`config.mk`:
```
export PLATFORM = sky130hd
export DESIGN_NAME = fixed_slot_pool_allocator
export DESIGN_NICKNAME = d
export VERILOG_FILES = /design/src/hw/rtl/fspa_pkg.sv /design/src/hw/rtl/fixed_slot_pool_allocator.sv
export SDC_FILE = /design/constraint.sdc
export NUM_CORES = 2
export LEC_CHECK = 0
export ABC_AREA = 1
export BUFFER_PORTS_ARGS = -buffer_cell sky130_fd_sc_hd__buf_2
export CORE_MARGIN = 1
export CORE_UTILIZATION = 50
export CTS_CLUSTER_SIZE = 16
export DETAILED_ROUTE_END_ITERATION = 8
export PLACE_DENSITY = 0.77
export SLEW_MARGIN = 20
export SYNTH_ARGS = -nofsm -noshare
export SYNTH_HDL_FRONTEND = slang
export SYNTH_SLANG_ARGS = --single-unit
```
`constraint.sdc`:
```
create_clock -name clk -period 11.23 [get_ports clk]
set_input_delay 0.5615 -clock clk [delete_from_list [all_inputs] [get_ports clk]]
set_output_delay 0.5615 -clock clk [all_outputs]
set_load 0.05 [all_outputs]
```
`src/hw/rtl/fspa_pkg.sv`:
```
// Shared constants for the fixed slot pool allocator.
package fspa_pkg;

  // Default pool size in slots
  localparam int unsigned CAPACITY_DEF = 256;

  // Field widths
  localparam int unsigned ADDR_W  = 32;
  localparam int unsigned SIZE_W  = 31;
  localparam int unsigned SHIFT_W = 4;
  localparam int unsigned FREE_W  = 17;

  // Stream payload widths (packed, zero filled to whole bytes)
  localparam int unsigned S_TDATA_W = 64;
  localparam int unsigned M_TDATA_W = 56;

  // Configuration register indexes
  localparam int unsigned CFG_IDX_W = 1;
  localparam logic [CFG_IDX_W-1:0] REG_POOL_BASE  = 1'b0;
  localparam logic [CFG_IDX_W-1:0] REG_SLOT_SHIFT = 1'b1;

  // Operation codes carried on s_tuser
  typedef enum logic {
    FUNC_ALLOC = 1'b0,
    FUNC_FREE  = 1'b1
  } func_t;

  // Effective slot shift limits
  localparam logic [SHIFT_W-1:0] SHIFT_MIN = 4'd3;
  localparam logic [SHIFT_W-1:0] SHIFT_MAX = 4'd12;

endpackage

```
`src/hw/rtl/fixed_slot_pool_allocator.sv`:
```
// Fixed slot pool allocator: LIFO free list of slot indices with stream ports.
// Results: stage 1 reads the stack RAM, stage 2 registers the result.
// Throughput: one transaction per cycle; the stack RAM does one pop read or one
// push write per cycle, so a request follows next cycle unless m_tready stalls.
// Reset: rst (synchronous) fills the pool at once: a low-water mark stands in
// for the reset contents of the stack, so there is no clearing pass.
module fixed_slot_pool_allocator #(
  parameter int unsigned CAPACITY = fspa_pkg::CAPACITY_DEF  // 1 .. 65536
) (
  input  logic                           clk,
  input  logic                           rst,
  // configuration write port
  input  logic                           cfg_we,
  input  logic [fspa_pkg::CFG_IDX_W-1:0] cfg_index,
  input  logic [fspa_pkg::ADDR_W-1:0]    cfg_data,
  // request stream
  input  logic                           s_tvalid,
  output logic                           s_tready,
  // s_tdata: request_size[30:0], slot_address[62:31], zero [63]
  input  logic [fspa_pkg::S_TDATA_W-1:0] s_tdata,
  // s_tuser: func[0] (0 allocate, 1 free)
  input  logic                           s_tuser,
  // result stream
  output logic                           m_tvalid,
  input  logic                           m_tready,
  // m_tdata: result_address[31:0], pooled[32], free_slots[49:33], zero [55:50]
  output logic [fspa_pkg::M_TDATA_W-1:0] m_tdata
);
  import fspa_pkg::*;

  // Slot index and count widths follow the pool size
  localparam int unsigned IDX_W = (CAPACITY > 1) ? $clog2(CAPACITY) : 1;
  localparam int unsigned CNT_W = $clog2(CAPACITY + 1);
  localparam logic [CNT_W-1:0] CNT_FULL = CNT_W'(CAPACITY);

  // ---------------------------------------------------------------------------
  // Configuration registers
  // ---------------------------------------------------------------------------
  logic [ADDR_W-1:0]  pool_base;
  logic [SHIFT_W-1:0] slot_shift;

  always_ff @(posedge clk) begin
    if (rst) begin
      pool_base  <= '0;
      slot_shift <= SHIFT_MIN;
    end else if (cfg_we) begin
      case (cfg_index)
        REG_POOL_BASE:  pool_base  <= cfg_data;
        REG_SLOT_SHIFT: slot_shift <= cfg_data[SHIFT_W-1:0];
        default: ;
      endcase
    end
  end

  // Out-of-range shifts are clamped to the legal slot sizes
  logic [SHIFT_W-1:0] shift_eff;
  always_comb begin
    if (slot_shift < SHIFT_MIN)      shift_eff = SHIFT_MIN;
    else if (slot_shift > SHIFT_MAX) shift_eff = SHIFT_MAX;
    else                             shift_eff = slot_shift;
  end

  // ---------------------------------------------------------------------------
  // Request decode
  // ---------------------------------------------------------------------------
  func_t              in_func;
  logic [SIZE_W-1:0]  in_size;
  logic [ADDR_W-1:0]  in_addr;

  assign in_func = func_t'(s_tuser);
  assign in_size = s_tdata[SIZE_W-1:0];
  assign in_addr = s_tdata[SIZE_W +: ADDR_W];

  // Stack state: count of free slots and low-water mark. Entries below the
  // mark were never written since reset and still hold their reset value,
  // i.e. their own index; entries at or above it are read from the RAM.
  logic [CNT_W-1:0] free_count, free_count_next;
  logic [CNT_W-1:0] low_mark, low_mark_next;

  logic              size_fits;
  logic [ADDR_W-1:0] offset;
  logic [ADDR_W-1:0] offset_slot;
  logic              addr_in_pool;
  logic              do_pop, do_push;
  logic [CNT_W-1:0]  top;          // free_count - 1
  logic              top_is_reset; // pop hits an entry never written

  always_comb begin
    size_fits    = {1'b0, in_size} <= (ADDR_W'(1) << shift_eff);
    offset       = in_addr - pool_base;
    offset_slot  = offset >> shift_eff;
    addr_in_pool = (in_addr >= pool_base) && (offset_slot < ADDR_W'(CAPACITY));
    top          = free_count - CNT_W'(1);
    top_is_reset = top < low_mark;

    do_pop  = (in_func == FUNC_ALLOC) && size_fits && (free_count != '0);
    do_push = (in_func == FUNC_FREE) && addr_in_pool && (free_count != CNT_FULL);
  end

  // ---------------------------------------------------------------------------
  // Pipeline handshake: stage 1 holds the RAM read, stage 2 the result register
  // ---------------------------------------------------------------------------
  logic s1_valid;
  logic out_valid;
  logic out_load;
  logic in_accept;

  assign out_load  = s1_valid && (!out_valid || m_tready);
  assign s_tready  = !s1_valid || out_load;
  assign in_accept = s_tvalid && s_tready;

  always_comb begin
    free_count_next = free_count;
    low_mark_next   = low_mark;
    if (in_accept && do_pop) begin
      free_count_next = top;
      if (top_is_reset) low_mark_next = top;
    end else if (in_accept && do_push) begin
      free_count_next = free_count + CNT_W'(1);
    end
  end

  always_ff @(posedge clk) begin
    if (rst) begin
      free_count <= CNT_FULL;
      low_mark   <= CNT_FULL;
    end else begin
      free_count <= free_count_next;
      low_mark   <= low_mark_next;
    end
  end

  // ---------------------------------------------------------------------------
  // Free-list stack RAM: one write (push) or one registered read (pop) a cycle
  // ---------------------------------------------------------------------------
  logic [IDX_W-1:0] stack_mem [CAPACITY];
  logic [IDX_W-1:0] stack_rdata;

  always_ff @(posedge clk) begin
    if (in_accept && do_push) begin
      stack_mem[free_count[IDX_W-1:0]] <= offset_slot[IDX_W-1:0];
    end
    if (in_accept && do_pop) begin
      stack_rdata <= stack_mem[top[IDX_W-1:0]];
    end
  end

  // Stage 1 payload
  logic             s1_pooled;
  logic             s1_alloc;
  logic             s1_use_rst;
  logic [IDX_W-1:0] s1_rst_idx;
  logic [CNT_W-1:0] s1_count;

  always_ff @(posedge clk) begin
    if (rst) begin
      s1_valid <= 1'b0;
    end else if (in_accept) begin
      s1_valid <= 1'b1;
    end else if (out_load) begin
      s1_valid <= 1'b0;
    end
  end

  always_ff @(posedge clk) begin
    if (in_accept) begin
      s1_pooled  <= do_pop || do_push;
      s1_alloc   <= do_pop;
      s1_use_rst <= top_is_reset;
      s1_rst_idx <= top[IDX_W-1:0];
      s1_count   <= free_count_next;
    end
  end

  // ---------------------------------------------------------------------------
  // Stage 2: slot address and result register
  // ---------------------------------------------------------------------------
  logic [IDX_W-1:0]  pop_idx;
  logic [ADDR_W-1:0] slot_addr;
  logic [ADDR_W-1:0] out_addr;
  logic              out_pooled;
  logic [CNT_W-1:0]  out_count;

  assign pop_idx   = s1_use_rst ? s1_rst_idx : stack_rdata;
  assign slot_addr = pool_base + (ADDR_W'(pop_idx) << shift_eff);

  always_ff @(posedge clk) begin
    if (rst) begin
      out_valid <= 1'b0;
    end else if (out_load) begin
      out_valid <= 1'b1;
    end else if (m_tready) begin
      out_valid <= 1'b0;
    end
  end

  always_ff @(posedge clk) begin
    if (out_load) begin
      out_addr   <= s1_alloc ? slot_addr : '0;
      out_pooled <= s1_pooled;
      out_count  <= s1_count;
    end
  end

  assign m_tvalid = out_valid;
  assign m_tdata  = {(M_TDATA_W - ADDR_W - 1 - FREE_W)'(0),
                     FREE_W'(out_count), out_pooled, out_addr};

endmodule
```
==> run summary <==
* **CP Max Fanout** 128
* **vertical die dimension** 430.5 um
* **Req. time, crit path** 11,930 ps
* **DR iter-0 viols** 10.26k
* **slowest cell on the critical path** sky130_fd_sc_hd__buf_4
* **area of the die** 185,300 um^2
* **Detail Route Antenna Nets** 0
* **data arrival time of the worst path** 7400 ps
* **maximum level of the CTS H-tree** 4
* **most common cell after layout, fill and taps aside** sky130_fd_sc_hd__edfxtp_1
* **root buf cell** sky130_fd_sc_hd__clkbuf_16
* **HPWL after detailed placement** 143,200 um
* **clock tree skew after final layout** 82.21 ps
* **cell mode on critical path** sky130_fd_sc_hd__buf_4
* **cell count after synthesis** 7,944
* **Worst-Skew Late Latency** 860 ps
* **setup repair after global routing missed its margin** false
* **gr usage total** 26.52%
* **actual transition at the worst max-transition pin** 1346 ps
* **ordered list of cells on the worst path** inv_8 -> buf_4 -> ha_1 -> xnor2_2 -> buf_4 -> buf_4 -> buf_4 -> nor2_1 -> o22ai_1 -> nor2_1 -> o22ai_1 -> o21ai_0 -> o22ai_1
* **clock-pin slew reported for the worst setup and hold paths after clock tree synthesis** 70 ps
* **highest-count cells in the layout ignoring fill and taps** 2,118 x sky130_fd_sc_hd__edfxtp_1, 1,751 x sky130_fd_sc_hd__nor2_1, 1,471 x sky130_fd_sc_hd__o21ai_0
* **ratio of final minimum period to clock period** 59.65%
* **number of flops mapped to enable cells by yosys** 2,118
* **result of the run** finished, final reports clean
* **CP Capture Type** flop
* **WL/cell** 24.32 um
* **Most used DFF post-synth** sky130_fd_sc_hd__edfxtp_1
* **total length of routed wires** 253,000 um
* **Core Footprint** 181,500 um^2
* **path class of the lowest-slack min-delay path** in2reg
* **# Post-CTS Setup Buffers** 0
* **Clock Path Buffers** 3
* **Final nets** 8,046
* **maximum resistive drop on vdd** 0.0001603 V
* **number of different library cells in the post-synthesis netlist** 53
* **clock tree from TritonCTS** yes
* **standby leakage power** 34.53 nW
* **first-pass GRT wire length** 373,100 um
* **via count of the first global-routing pass** 60.50k
* **flip-flop and latch count after synthesis** 2,174
* **number of core rows** 156
* **setup TNS** 0 ps
* **delay of the slowest critical-path stage** 820 ps
* **number of port buffers** 145
* **number of antenna violations at the first check in global routing** 8
* **final-layout worst hold slack** 36.05 ps
* **total DRC errors in the routed layout** 0
* **initial cell density of the core** 50.58%
* **Synth warnings** 0
* **sequential cell area fraction in the yosys report** 70.50%
* **time the worst path needs with I/O delays and setup** 6699 ps
* **vias per cell** 6.249
* **total clock buffers created by CTS** 206
* **number of iterations in the first detailed-routing pass** 8
* **pin count of the biggest net entering global routing** 234
* **fraction of final layout cells sized beyond drive strength 1** 7.275%
* **share of async-settable or async-resettable flops after synthesis** 0%
* **I/O Pins** 161
* **final non-filler cell area** 101,100 um^2
* **gpl congestion** 0.9632
* **max-capacitance violation count** 0
* **PnR worst setup slack** 4531 ps
* **number of sinks on the clock net** 2,174
* **PwrDens** 176.7 nW/um^2
* **sum of overflow across all layers after global routing** 0
* **routed vias** 65.01k
* **area overhead of the layout relative to synthesis** 10.16%
* **worst slack at placement** 4815 ps
* **class of the most critical setup path** reg2reg
* **Hold Violations, Final** 0
* **kind of start point of the critical path** flop
* **number of pins exceeding their max-slew limit in the final report** 0
* **cell area after technology mapping** 91,810 um^2
* **synthesized area divided by synthesized cell count** 11.56 um^2
* **Finish-stage setup viols** 0
* **die boundary width** 430.5 um
* **Slew HR** 10.24%
* **area of placed instances** 94,280 um^2
* **fmax** 149.3 MHz
==> registers in the layout (all words and copies together) (netlist names), 9 cells and up <==
name        count
stack_mem    2048
out_addr       32
pool_base      32
free_count      9
low_mark        9
out_count       9
s1_count        9
==> worst max-delay path: cells and delay by family, from the launching register on <==
family	cells	cell delay, ps
xor+xnor	1	180
buf+inv	5	3690
flops	1	560
fa+ha+maj	1	360
simple gates	2	420
compound gates	4	1070
==> worst paths after layout <==
check / from / to / slack [ps] / cells after the start
setup / recovery: free_count[0] / stack_rdata[0] / 4530 / 13
hold / removal: cfg_data[22] / pool_base[22] / 40 / 3
setup reg to reg: free_count[0] / stack_rdata[0] / 4530 / 13
hold reg to reg: s1_count[2] / out_count[2] / 420 / 0
==> repair_timing <==
action	in CTS	in global routing
endpoints found under the hold margin	1	0
hold buffers	1	0
gates resized for setup	0	0
==> kinds of logic (layout without fill, tap and decap cells) <==
group	Yosys count	count (layout)	share of synthesized area, %
adder cells (fa/ha/maj)	86	86	1.188
other	2	34	0.008180
buffers and inverters	833	891	3.537
multiplexers	8	8	0.09267
AO/OA/AOI/OAI	2340	2340	13.82
XOR/XNOR	12	12	0.1145
flip-flops	2174	2174	70.50
AND/OR/NAND/NOR	2489	2489	10.74
==> final cells by class <==
type	instances	area, um^2
multi-input combinational	4962	24050
clock buffer	246	5376
sequential	2174	64730
timing repair buffer	219	1438
antenna	7	17.52
tap	2370	2965
inverter	294	1125
fill	14220	80390
clock inverter	132	1440
==> synthesized netlist by cell type, drive strengths merged, types with 3 or more instances <==
| master | instances | area share (%) |
|---|---|---|
| edfxtp | 2118 | 69 |
| dfxtp | 56 | 1.2 |
| xor2 | 7 | 0.067 |
| clkbuf | 491 | 2.0 |
| a21o | 5 | 0.041 |
| ha | 84 | 1.1 |
| inv | 290 | 1.2 |
| nand2 | 495 | 2.1 |
| nor4 | 9 | 0.068 |
| a21oi | 134 | 0.73 |
| o211ai | 7 | 0.057 |
| o21a | 6 | 0.049 |
| a31oi | 8 | 0.055 |
| mux2i | 4 | 0.044 |
| nand4 | 24 | 0.16 |
| clkinv | 4 | 0.016 |
| nor3 | 13 | 0.071 |
| nand3 | 184 | 1.0 |
| o22ai | 686 | 4.7 |
| o221ai | 4 | 0.038 |
| mux2 | 4 | 0.049 |
| o21bai | 4 | 0.033 |
| xnor2 | 5 | 0.048 |
| nor2 | 1760 | 7.3 |
| o21ai | 1474 | 8.0 |
| a22oi | 3 | 0.025 |
| a21boi | 3 | 0.025 |
| buf | 48 | 0.33 |
==> power breakdown <==
part / internal, mW / switching [mW] / total [mW]
clock network: 3.92 / 3.06 / 6.98
registers: 9.56 / 0.0176 / 9.58
logic: 0.197 / 1.11 / 1.30
==> metrics by stage <==
| stage | utilization (%) | power [mW] | instances |
|---|---|---|---|
| floorplan | - | 10.78 | 7969 |
| global placement | 51.94 | 10.98 | 10020 |
| detailed placement | 51.94 | 11.03 | 10020 |
| CTS | 55.70 | 17.86 | 10400 |
| global route | 55.71 | 18.28 | 10400 |
| finish | 55.72 | 17.87 | 10400 |
==> metal layers <==
metal	track usage, %	share of wire (%)	vias to the layer above
li1	-	-	28700
met1	34.91	37	31210
met2	41.45	46	4395
met3	6.527	12	705
met4	12.57	4.7	8
met5	0	0.020	-
Power figures use the tool's default switching activity.
